`config.mk`:
```
export PLATFORM = sky130hd
export DESIGN_NAME = biquad_df2_filter_with_gain
export DESIGN_NICKNAME = d
export VERILOG_FILES = /design/src/bqg_pkg.sv /design/src/bqg_mac.sv /design/src/biquad_df2_filter_with_gain.sv
export SDC_FILE = /design/constraint.sdc
export NUM_CORES = 2
export LEC_CHECK = 0
export ABC_AREA = 1
export BUFFER_PORTS_ARGS = -buffer_cell sky130_fd_sc_hd__buf_2
export CAP_MARGIN = 20
export CORE_UTILIZATION = 39
export DETAILED_ROUTE_END_ITERATION = 10
export PLACE_DENSITY = 0.63
export SLEW_MARGIN = 10
export SYNTH_ARGS = -nofsm -noshare
export SYNTH_HDL_FRONTEND = slang
export SYNTH_SLANG_ARGS = --single-unit
```
`constraint.sdc`:
```
create_clock -name clock -period 17.6 [get_ports clock]
set_input_delay 1.76 -clock clock [delete_from_list [all_inputs] [get_ports clock]]
set_output_delay 1.76 -clock clock [all_outputs]
set_load 0.02 [all_outputs]
```
`src/bqg_pkg.sv`:
```
// bqg_pkg: shared types, widths and register codes for the biquad filter with gain
// used by bqg_mac and biquad_df2_filter_with_gain; no dependencies
package bqg_pkg;

   localparam int SAMPLE_W = 16;
   localparam int COEF_W   = 18;
   localparam int GAIN_W   = 16;
   localparam int STATE_W  = 24;
   localparam int MUL_A_W  = 28;
   localparam int MUL_B_W  = 18;
   localparam int ACC_W    = MUL_A_W + MUL_B_W;
   localparam int CSR_IDX_W  = 3;
   localparam int CSR_DATA_W = 18;

   localparam logic [CSR_IDX_W-1:0] CSR_B0   = 3'd0;
   localparam logic [CSR_IDX_W-1:0] CSR_B1   = 3'd1;
   localparam logic [CSR_IDX_W-1:0] CSR_B2   = 3'd2;
   localparam logic [CSR_IDX_W-1:0] CSR_A1   = 3'd3;
   localparam logic [CSR_IDX_W-1:0] CSR_A2   = 3'd4;
   localparam logic [CSR_IDX_W-1:0] CSR_GAIN = 3'd5;

   localparam logic [GAIN_W-1:0] GAIN_UNITY = 16'd32768;

   typedef struct packed {
      logic signed [SAMPLE_W-1:0] sample_in;
      logic                       frame_end;
   } req_type;

   typedef struct packed {
      logic signed [SAMPLE_W-1:0] sample_out;
      logic                       frame_end_out;
   } rsp_type;

   typedef enum logic [1:0] {
      ACC_HOLD,
      ACC_LOAD,
      ACC_ADD,
      ACC_SUB
   } acc_op_type;

   typedef struct packed {
      logic       mul_en;
      acc_op_type acc_op;
   } mac_ctrl_type;

   typedef enum logic [3:0] {
      S_IDLE,
      S_FB1,
      S_FB2,
      S_FB3,
      S_W,
      S_FF0,
      S_FF1,
      S_FF2,
      S_FF3,
      S_Y,
      S_G,
      S_OUT
   } state_type;

endpackage

```
`src/bqg_mac.sv`:
```
// bqg_mac: shared multiplier with registered product and a 46 bit accumulator
// depends on bqg_pkg
module bqg_mac (
   input  logic                                  clock,
   input  logic                                  reset,
   input  bqg_pkg::mac_ctrl_type                 ctrl,
   input  logic signed [bqg_pkg::MUL_A_W-1:0]    mul_a,
   input  logic signed [bqg_pkg::MUL_B_W-1:0]    mul_b,
   input  logic signed [bqg_pkg::ACC_W-1:0]      load_value,
   output logic signed [bqg_pkg::ACC_W-1:0]      product,
   output logic signed [bqg_pkg::ACC_W-1:0]      acc
);
   import bqg_pkg::*;

   logic signed [ACC_W-1:0] prod_ff;
   logic signed [ACC_W-1:0] prod_in;
   logic signed [ACC_W-1:0] acc_ff;
   logic signed [ACC_W-1:0] acc_in;

   always_comb begin
      prod_in = prod_ff;
      if (ctrl.mul_en) begin
         prod_in = mul_a * mul_b;
      end
      case (ctrl.acc_op)
         ACC_HOLD: acc_in = acc_ff;
         ACC_LOAD: acc_in = load_value;
         ACC_ADD:  acc_in = acc_ff + prod_ff;
         ACC_SUB:  acc_in = acc_ff - prod_ff;
         default:  acc_in = acc_ff;
      endcase
   end

   // datapath only, held while in reset
   always_ff @(posedge clock) begin
      if (!reset) begin
         prod_ff <= prod_in;
         acc_ff  <= acc_in;
      end
   end

   assign product = prod_ff;
   assign acc     = acc_ff;

endmodule

```
`src/biquad_df2_filter_with_gain.sv`:
```
// biquad_df2_filter_with_gain: direct form II biquad section with output volume gain
// depends on bqg_pkg and bqg_mac
//
// One 16 bit sample per request. Between acceptance and its result being loaded into
// the output register, six products (a1, a2, b0, b1, b2 and the gain) go through the
// single 28x18 multiplier of bqg_mac one after the other, with rounding and
// saturation steps in between. The next request is taken as soon as the previous
// result sits in the output register, which waits while the output side stalls; no
// new sample is accepted while one is in flight. Filter state is Q4.20, saturated, and
// carries on across frame ends. Coefficients and gain must be written through the csr
// port only while the block is idle; it does not enforce this. Indexes above 5 are ignored.
module biquad_df2_filter_with_gain (
   input  logic                                  clock,
   input  logic                                  reset,
   input  logic                                  req_valid,
   output logic                                  req_stall,
   input  bqg_pkg::req_type                      req_data,
   output logic                                  rsp_valid,
   input  logic                                  rsp_stall,
   output bqg_pkg::rsp_type                      rsp_data,
   input  logic                                  csr_valid,
   output logic                                  csr_ready,
   input  logic [bqg_pkg::CSR_IDX_W-1:0]         csr_index,
   input  logic [bqg_pkg::CSR_DATA_W-1:0]        csr_data
);
   import bqg_pkg::*;

   localparam logic signed [ACC_W-1:0] RND_16  = ACC_W'(32768);
   localparam logic signed [ACC_W-1:0] RND_20  = ACC_W'(524288);
   localparam logic signed [ACC_W-1:0] W_MAX   = ACC_W'(8388607);
   localparam logic signed [ACC_W-1:0] W_MIN   = -ACC_W'(8388608);
   localparam logic signed [ACC_W-1:0] OUT_MAX = ACC_W'(32767);
   localparam logic signed [ACC_W-1:0] OUT_MIN = -ACC_W'(32768);

   state_type state_ff, state_in;

   logic signed [COEF_W-1:0]  coef_b0_ff, coef_b1_ff, coef_b2_ff, coef_a1_ff, coef_a2_ff;
   logic [GAIN_W-1:0]         gain_ff;
   logic signed [STATE_W-1:0] delay_one_ff, delay_two_ff, w_ff;
   logic signed [MUL_A_W-1:0] y_ff;
   logic signed [SAMPLE_W-1:0] x_ff;
   logic                      frame_ff;
   logic                      rsp_valid_ff, rsp_valid_in;
   rsp_type                   rsp_ff;

   mac_ctrl_type              mac_ctrl;
   logic signed [MUL_A_W-1:0] mul_a;
   logic signed [MUL_B_W-1:0] mul_b;
   logic signed [ACC_W-1:0]   load_value;
   logic signed [ACC_W-1:0]   product;
   logic signed [ACC_W-1:0]   acc;

   logic signed [ACC_W-1:0]   w_round, y_round, o_round;
   logic signed [STATE_W-1:0] w_sat;
   logic signed [SAMPLE_W-1:0] o_sat;
   logic                      req_take, out_load, csr_write;

   bqg_mac u_mac (
      .clock      (clock),
      .reset      (reset),
      .ctrl       (mac_ctrl),
      .mul_a      (mul_a),
      .mul_b      (mul_b),
      .load_value (load_value),
      .product    (product),
      .acc        (acc)
   );

   assign req_stall = (state_ff != S_IDLE);
   assign req_take  = req_valid && !req_stall;
   assign out_load  = (state_ff == S_OUT) && (!rsp_valid_ff || !rsp_stall);
   assign csr_ready = 1'b1;
   assign csr_write = csr_valid && csr_ready;

   // rounding and saturation
   always_comb begin
      w_round = (acc + RND_16) >>> 16;
      y_round = (acc + RND_16) >>> 16;
      o_round = (product + RND_20) >>> 20;
      if (w_round > W_MAX) begin
         w_sat = W_MAX[STATE_W-1:0];
      end else if (w_round < W_MIN) begin
         w_sat = W_MIN[STATE_W-1:0];
      end else begin
         w_sat = w_round[STATE_W-1:0];
      end
      if (o_round > OUT_MAX) begin
         o_sat = OUT_MAX[SAMPLE_W-1:0];
      end else if (o_round < OUT_MIN) begin
         o_sat = OUT_MIN[SAMPLE_W-1:0];
      end else begin
         o_sat = o_round[SAMPLE_W-1:0];
      end
   end

   // sequencer: next state, mac control and operand selection
   always_comb begin
      state_in        = state_ff;
      mac_ctrl.mul_en = 1'b0;
      mac_ctrl.acc_op = ACC_HOLD;
      mul_a           = MUL_A_W'(delay_one_ff);
      mul_b           = coef_a1_ff;
      load_value      = '0;
      case (state_ff)
         S_IDLE: begin
            load_value = {{(ACC_W-SAMPLE_W-21){req_data.sample_in[SAMPLE_W-1]}},
                          req_data.sample_in, 21'b0};
            if (req_take) begin
               mac_ctrl.acc_op = ACC_LOAD;
               state_in        = S_FB1;
            end
         end
         S_FB1: begin
            mac_ctrl.mul_en = 1'b1;
            state_in        = S_FB2;
         end
         S_FB2: begin
            mul_a           = MUL_A_W'(delay_two_ff);
            mul_b           = coef_a2_ff;
            mac_ctrl.mul_en = 1'b1;
            mac_ctrl.acc_op = ACC_SUB;
            state_in        = S_FB3;
         end
         S_FB3: begin
            mac_ctrl.acc_op = ACC_SUB;
            state_in        = S_W;
         end
         S_W: begin
            mac_ctrl.acc_op = ACC_LOAD;
            state_in        = S_FF0;
         end
         S_FF0: begin
            mul_a           = MUL_A_W'(w_ff);
            mul_b           = coef_b0_ff;
            mac_ctrl.mul_en = 1'b1;
            state_in        = S_FF1;
         end
         S_FF1: begin
            mul_a           = MUL_A_W'(delay_one_ff);
            mul_b           = coef_b1_ff;
            mac_ctrl.mul_en = 1'b1;
            mac_ctrl.acc_op = ACC_ADD;
            state_in        = S_FF2;
         end
         S_FF2: begin
            mul_a           = MUL_A_W'(delay_two_ff);
            mul_b           = coef_b2_ff;
            mac_ctrl.mul_en = 1'b1;
            mac_ctrl.acc_op = ACC_ADD;
            state_in        = S_FF3;
         end
         S_FF3: begin
            mac_ctrl.acc_op = ACC_ADD;
            state_in        = S_Y;
         end
         S_Y: begin
            state_in = S_G;
         end
         S_G: begin
            mul_a           = y_ff;
            mul_b           = {2'b00, gain_ff};
            mac_ctrl.mul_en = 1'b1;
            state_in        = S_OUT;
         end
         S_OUT: begin
            if (out_load) begin
               state_in = S_IDLE;
            end
         end
         default: begin
            state_in = S_IDLE;
         end
      endcase
   end

   assign rsp_valid_in = out_load || (rsp_valid_ff && rsp_stall);

   always_ff @(posedge clock) begin
      if (reset) begin
         state_ff     <= S_IDLE;
         rsp_valid_ff <= 1'b0;
      end else begin
         state_ff     <= state_in;
         rsp_valid_ff <= rsp_valid_in;
      end
   end

   // configuration registers
   always_ff @(posedge clock) begin
      if (reset) begin
         coef_b0_ff <= '0;
         coef_b1_ff <= '0;
         coef_b2_ff <= '0;
         coef_a1_ff <= '0;
         coef_a2_ff <= '0;
         gain_ff    <= GAIN_UNITY;
      end else if (csr_write) begin
         case (csr_index)
            CSR_B0:   coef_b0_ff <= csr_data[COEF_W-1:0];
            CSR_B1:   coef_b1_ff <= csr_data[COEF_W-1:0];
            CSR_B2:   coef_b2_ff <= csr_data[COEF_W-1:0];
            CSR_A1:   coef_a1_ff <= csr_data[COEF_W-1:0];
            CSR_A2:   coef_a2_ff <= csr_data[COEF_W-1:0];
            CSR_GAIN: gain_ff    <= csr_data[GAIN_W-1:0];
            default: begin
            end
         endcase
      end
   end

   // filter state
   always_ff @(posedge clock) begin
      if (reset) begin
         delay_one_ff <= '0;
         delay_two_ff <= '0;
      end else if (out_load) begin
         delay_two_ff <= delay_one_ff;
         delay_one_ff <= w_ff;
      end
   end

   // datapath registers
   always_ff @(posedge clock) begin
      if (req_take) begin
         x_ff     <= req_data.sample_in;
         frame_ff <= req_data.frame_end;
      end
      if (state_ff == S_W) begin
         w_ff <= w_sat;
      end
      if (state_ff == S_Y) begin
         y_ff <= y_round[MUL_A_W-1:0];
      end
      if (out_load) begin
         rsp_ff.sample_out    <= o_sat;
         rsp_ff.frame_end_out <= frame_ff;
      end
   end

   assign rsp_valid = rsp_valid_ff;
   assign rsp_data  = rsp_ff;

   // the feedback sum starts from the sample just taken
   a_load_sample: assert property (@(posedge clock) disable iff (reset)
      req_take |=> (state_ff == S_FB1) && (acc >>> 21) == ACC_W'(x_ff))
      else $error("accumulator not loaded with the request sample");

   a_state_shift: assert property (@(posedge clock) disable iff (reset)
      !out_load |=> $stable(delay_one_ff) && $stable(delay_two_ff))
      else $error("filter state moved without a result");

   a_out_load: assert property (@(posedge clock) disable iff (reset)
      out_load |=> rsp_valid_ff && (state_ff == S_IDLE)
                   && delay_one_ff == $past(w_ff))
      else $error("result load did not complete the request");

   a_busy_output: assert property (@(posedge clock) disable iff (reset)
      (state_ff == S_OUT && rsp_valid_ff && rsp_stall) |=> (state_ff == S_OUT)
                   && $stable(rsp_ff))
      else $error("result overwritten while output stalled");

endmodule
```
==> flow_summary_export.csv <==
group,metric,value,unit
run_status,outcome,"finished clean",
power,p_switching,981.5,µW
critical_path,crit_fanout,27,
cells_and_area,multiInputGateArea,0.02447,mm²
placement,dpl.hpwl,92390,µm
critical_path,worst_path_max_delay_cell,"nand2_2",
power,powerDensity,62.32,mW/mm²
logic_synthesis,ys_ff_latch,321,
power,pwr-share-comb,32.8,%
timing,setup_viol,0,
die,die_h,311.7,µm
die,std_cell_rows,113,
placement,port_buffers,61,
die,coreArea,0.09501,mm²
critical_path,cpPeakStageDelay,0.77,ns
logic_synthesis,synthXorXnorAreaFrac,2.927,%
critical_path,setup.worst_path.end_class,"flip-flop",
logic_synthesis,synth_top_family_by_area,"adder cells",
die,initial_core_util,39.36,%
logic_synthesis,synth_edf_count,162,
timing,min_period_over_period,51.21,%
power,sw_frac_of_total,39.19,%
power,power.leakage,19.81,nW
global_route,antenna_found_initial,1,
critical_path,path_common_cell,"nand2_1",
cells_and_area,seqCellArea,0.008048,mm²
clocking,cts_tree,"yes",
logic_synthesis,synth_cell_type_count,54,
power,cellInternalPower,1.523,mW
cells_and_area,final_common_cell,"nand2_1",
global_route,grt_pass1_vias,32170,
critical_path,regToRegEndpoint,"u_mac.product[43]",
critical_path,r2r_slack,8.59,ns
critical_path,critPathLaunchType,"flip-flop",
logic_synthesis,synth_area,0.03740,mm²
route,first_pass_iters,6,
logic_synthesis,syn-num-nets,5661,
clocking,clock-sinks,321,
logic_synthesis,yosys_most_used_dff,"edfxtp_1",
logic_synthesis,async_flop_share,0,%
power,pwr-share-clk,31.6,%
cells_and_area,fillCellCount,9797,
timing,max_freq,111.0,MHz
global_route,grt_first_pass_wirelength,186300,µm
route,wl_per_cell,18.94,µm
timing,rsz0062_at_grt,"false",
route,drt_iter0_markers,2659,
clocking,postCtsHoldBufs,0,
clocking,cts_buffer_depth,3,
critical_path,cp.arrival,9.34,ns
cells_and_area,drive_above_1_share,5.388,%
die,dieWidth,311.7,µm
logic_synthesis,syn-instance-count,4966,
timing,max_slew.worst_pin.slew,1.051,ns
clocking,post_cts_resized,0,
worst_hold_path,holdPathStages,0,
logic_synthesis,synthAdderAreaFrac,31.65,%
critical_path,crit_path_start,"state_ff[1]",
power,ir_worst_vdd,0.05973,mV
route,routed_wl,118500,µm
route,routed_via_density,5.107,
global_route,gr-total-overflow,0,
clocking,cts-root-buf,"clkbuf_16",
logic_synthesis,ys_seq_area_share,21.52,%
critical_path,critPathKind,"reg2reg",
clocking,htree_levels,2,
logic_synthesis,synth_warnings,0,
logic_synthesis,synth_compound_area_share,9.635,%
global_route,grt_max_degree,113,
timing,maxSlewHeadroom,29.90,%
timing,timing.setup.tns,0,ns
clocking,post-cts-setup-buffers,0,
cells_and_area,final_util,42.29,%
clocking,path_clk_slew,0.06,ns
flow_run,maxCapViolCount,0,
die,die-area,0.09714,mm²
die,io_pins,63,
route,vias,31960,
power,seq_power_share,35.5,%
timing,timing.final.crit_period,9.013,ns
placement,place.gp.congestion,0.9708,
cells_and_area,syn_to_final_growth,7.433,%
cells_and_area,final_cell_mix,"nand2_1, inv_1, nor2_1",
route,drc_errors,0,
critical_path,crit_end,"u_mac.product[43]",
timing,skew,0.02134,ns
clocking,clk_latency,0.59,ns
logic_synthesis,synthSimpleGateAreaFrac,21.05,%
global_route,grt_usage,24.68,%
timing,finalHoldViolCount,0,
logic_synthesis,synthMuxAreaShare,0,%
timing,hold_slack,0.4210,ns
logic_synthesis,syn_avg_cell_area,7.531,µm²
worst_hold_path,hold_class,"reg2reg",
critical_path,r2r-start,"state_ff[1]",
critical_path,r2r_cells,29,
cells_and_area,n_antenna_cell,0,
clocking,cts_buffers,39,
timing,slew_viol_final,0,
cells_and_area,fin_nets,5660,
critical_path,required,17.93,ns
route,ant_nets,0,
-- Yosys cell counts, types with 4 or more instances --
| master | n | share of area (%) |
|---|---|---|
| a211oi_1 | 11 | 0.22 |
| a211oi_2 | 4 | 0.13 |
| a21boi_0 | 5 | 0.10 |
| a21o_1 | 9 | 0.18 |
| a21oi_1 | 227 | 3.0 |
| a22o_1 | 34 | 0.80 |
| a31oi_1 | 6 | 0.10 |
| and3_1 | 8 | 0.13 |
| buf_2 | 75 | 1.0 |
| buf_4 | 16 | 0.32 |
| clkbuf_1 | 50 | 0.50 |
| clkbuf_2 | 4 | 0.054 |
| dfxtp_1 | 159 | 8.5 |
| edfxtp_1 | 162 | 13 |
| fa_1 | 490 | 26 |
| ha_1 | 162 | 5.4 |
| inv_1 | 1073 | 11 |
| inv_2 | 44 | 0.44 |
| nand2_1 | 1142 | 11 |
| nand2_2 | 12 | 0.20 |
| nand3_1 | 129 | 1.7 |
| nand4_1 | 42 | 0.70 |
| nor2_1 | 575 | 5.8 |
| nor2_2 | 5 | 0.084 |
| nor3_1 | 37 | 0.50 |
| nor4_1 | 6 | 0.10 |
| o2111ai_1 | 11 | 0.26 |
| o211ai_1 | 6 | 0.12 |
| o21a_1 | 8 | 0.16 |
| o21ai_0 | 259 | 3.5 |
| o21ai_2 | 13 | 0.30 |
| o21bai_1 | 17 | 0.34 |
| o22ai_1 | 7 | 0.12 |
| xnor2_1 | 37 | 0.87 |
| xor2_1 | 88 | 2.1 |
-- area by class of cell --
| type | count | share of cell area (%) |
|---|---|---|
| Tap cell | 1265 | 3.939 |
| Sequential cell | 321 | 20.03 |
| Clock buffer | 52 | 2.753 |
| Multi-Input combinational cell | 3377 | 60.89 |
| Clock inverter | 17 | 0.3145 |
| Inverter | 1119 | 10.46 |
| Timing Repair Buffer | 107 | 1.619 |
-- metal layers --
layer / vias up / GRT usage (%) / part of all wire, %
li1: 15100 / - / -
met1: 15350 / 34.15 / 43
met2: 1306 / 39.98 / 45
met3: 206 / 2.955 / 7.8
met4: 0 / 8.311 / 3.6
met5: - / 0 / 0
-- metrics by stage --
stage	instances	worst slack, ns	power [mW]	instance area, µm²
3_3_place_gp	6189	8.881	1.709	38950
5_1_grt	6258	8.052	2.636	40180
6_report	6258	8.587	2.504	40180
3_5_place_dp	6189	8.694	1.709	38950
4_1_cts	6258	8.662	2.506	40180
2_1_floorplan	4966	10.71	1.430	37400
-- power by group through the flow --
stage	sequential [mW]	clock, mW	combinational, mW
2_1_floorplan	0.875	0	0.555
3_3_place_gp	0.903	0	0.805
3_5_place_dp	0.902	0	0.807
4_1_cts	0.888	0.803	0.815
5_1_grt	0.891	0.832	0.913
6_report	0.890	0.792	0.822
-- cell families (layout without fill, tap and decap cells) --
| group | Yosys count | count (layout) |
|---|---|---|
| buffers and inverters | 1268 | 1295 |
| xor gates and xnor gates | 125 | 125 |
| and+or+nand+nor | 1971 | 1971 |
| DFF | 321 | 321 |
| adders and majority gates | 652 | 652 |
| AOI/OAI and AO/OA | 628 | 628 |
| other | 1 | 1 |
-- worst max-delay path: cells and delay by family, from the launching register on --
family          cells  cell delay [ns]
compound gates      1             0.52
simple gates       16             4.01
fa+ha+maj           7             3.55
buf+inv             5             0.28
flops               1             0.36
-- registers in the layout (all words and copies together) (netlist names) --
register	flops
u_mac.acc	46
u_mac.product	46
y_ff	28
delay_one_ff	24
delay_two_ff	24
w_ff	24
coef_a1_ff	18
coef_a2_ff	18
coef_b0_ff	18
coef_b1_ff	18
coef_b2_ff	18
rsp_data	17
gain_ff	16
state_ff	4
frame_ff	1
rsp_valid	1
-- how the worst min path moves through the flow --
stage	start	end	slack, ns
floorplan	frame_ff	rsp_data[0]	0.40
global placement	frame_ff	rsp_data[0]	0.40
detailed placement	frame_ff	rsp_data[0]	0.41
CTS	frame_ff	rsp_data[0]	0.43
global route	frame_ff	rsp_data[0]	0.43
finish	frame_ff	rsp_data[0]	0.42
(Power assumes the default switching activity.)
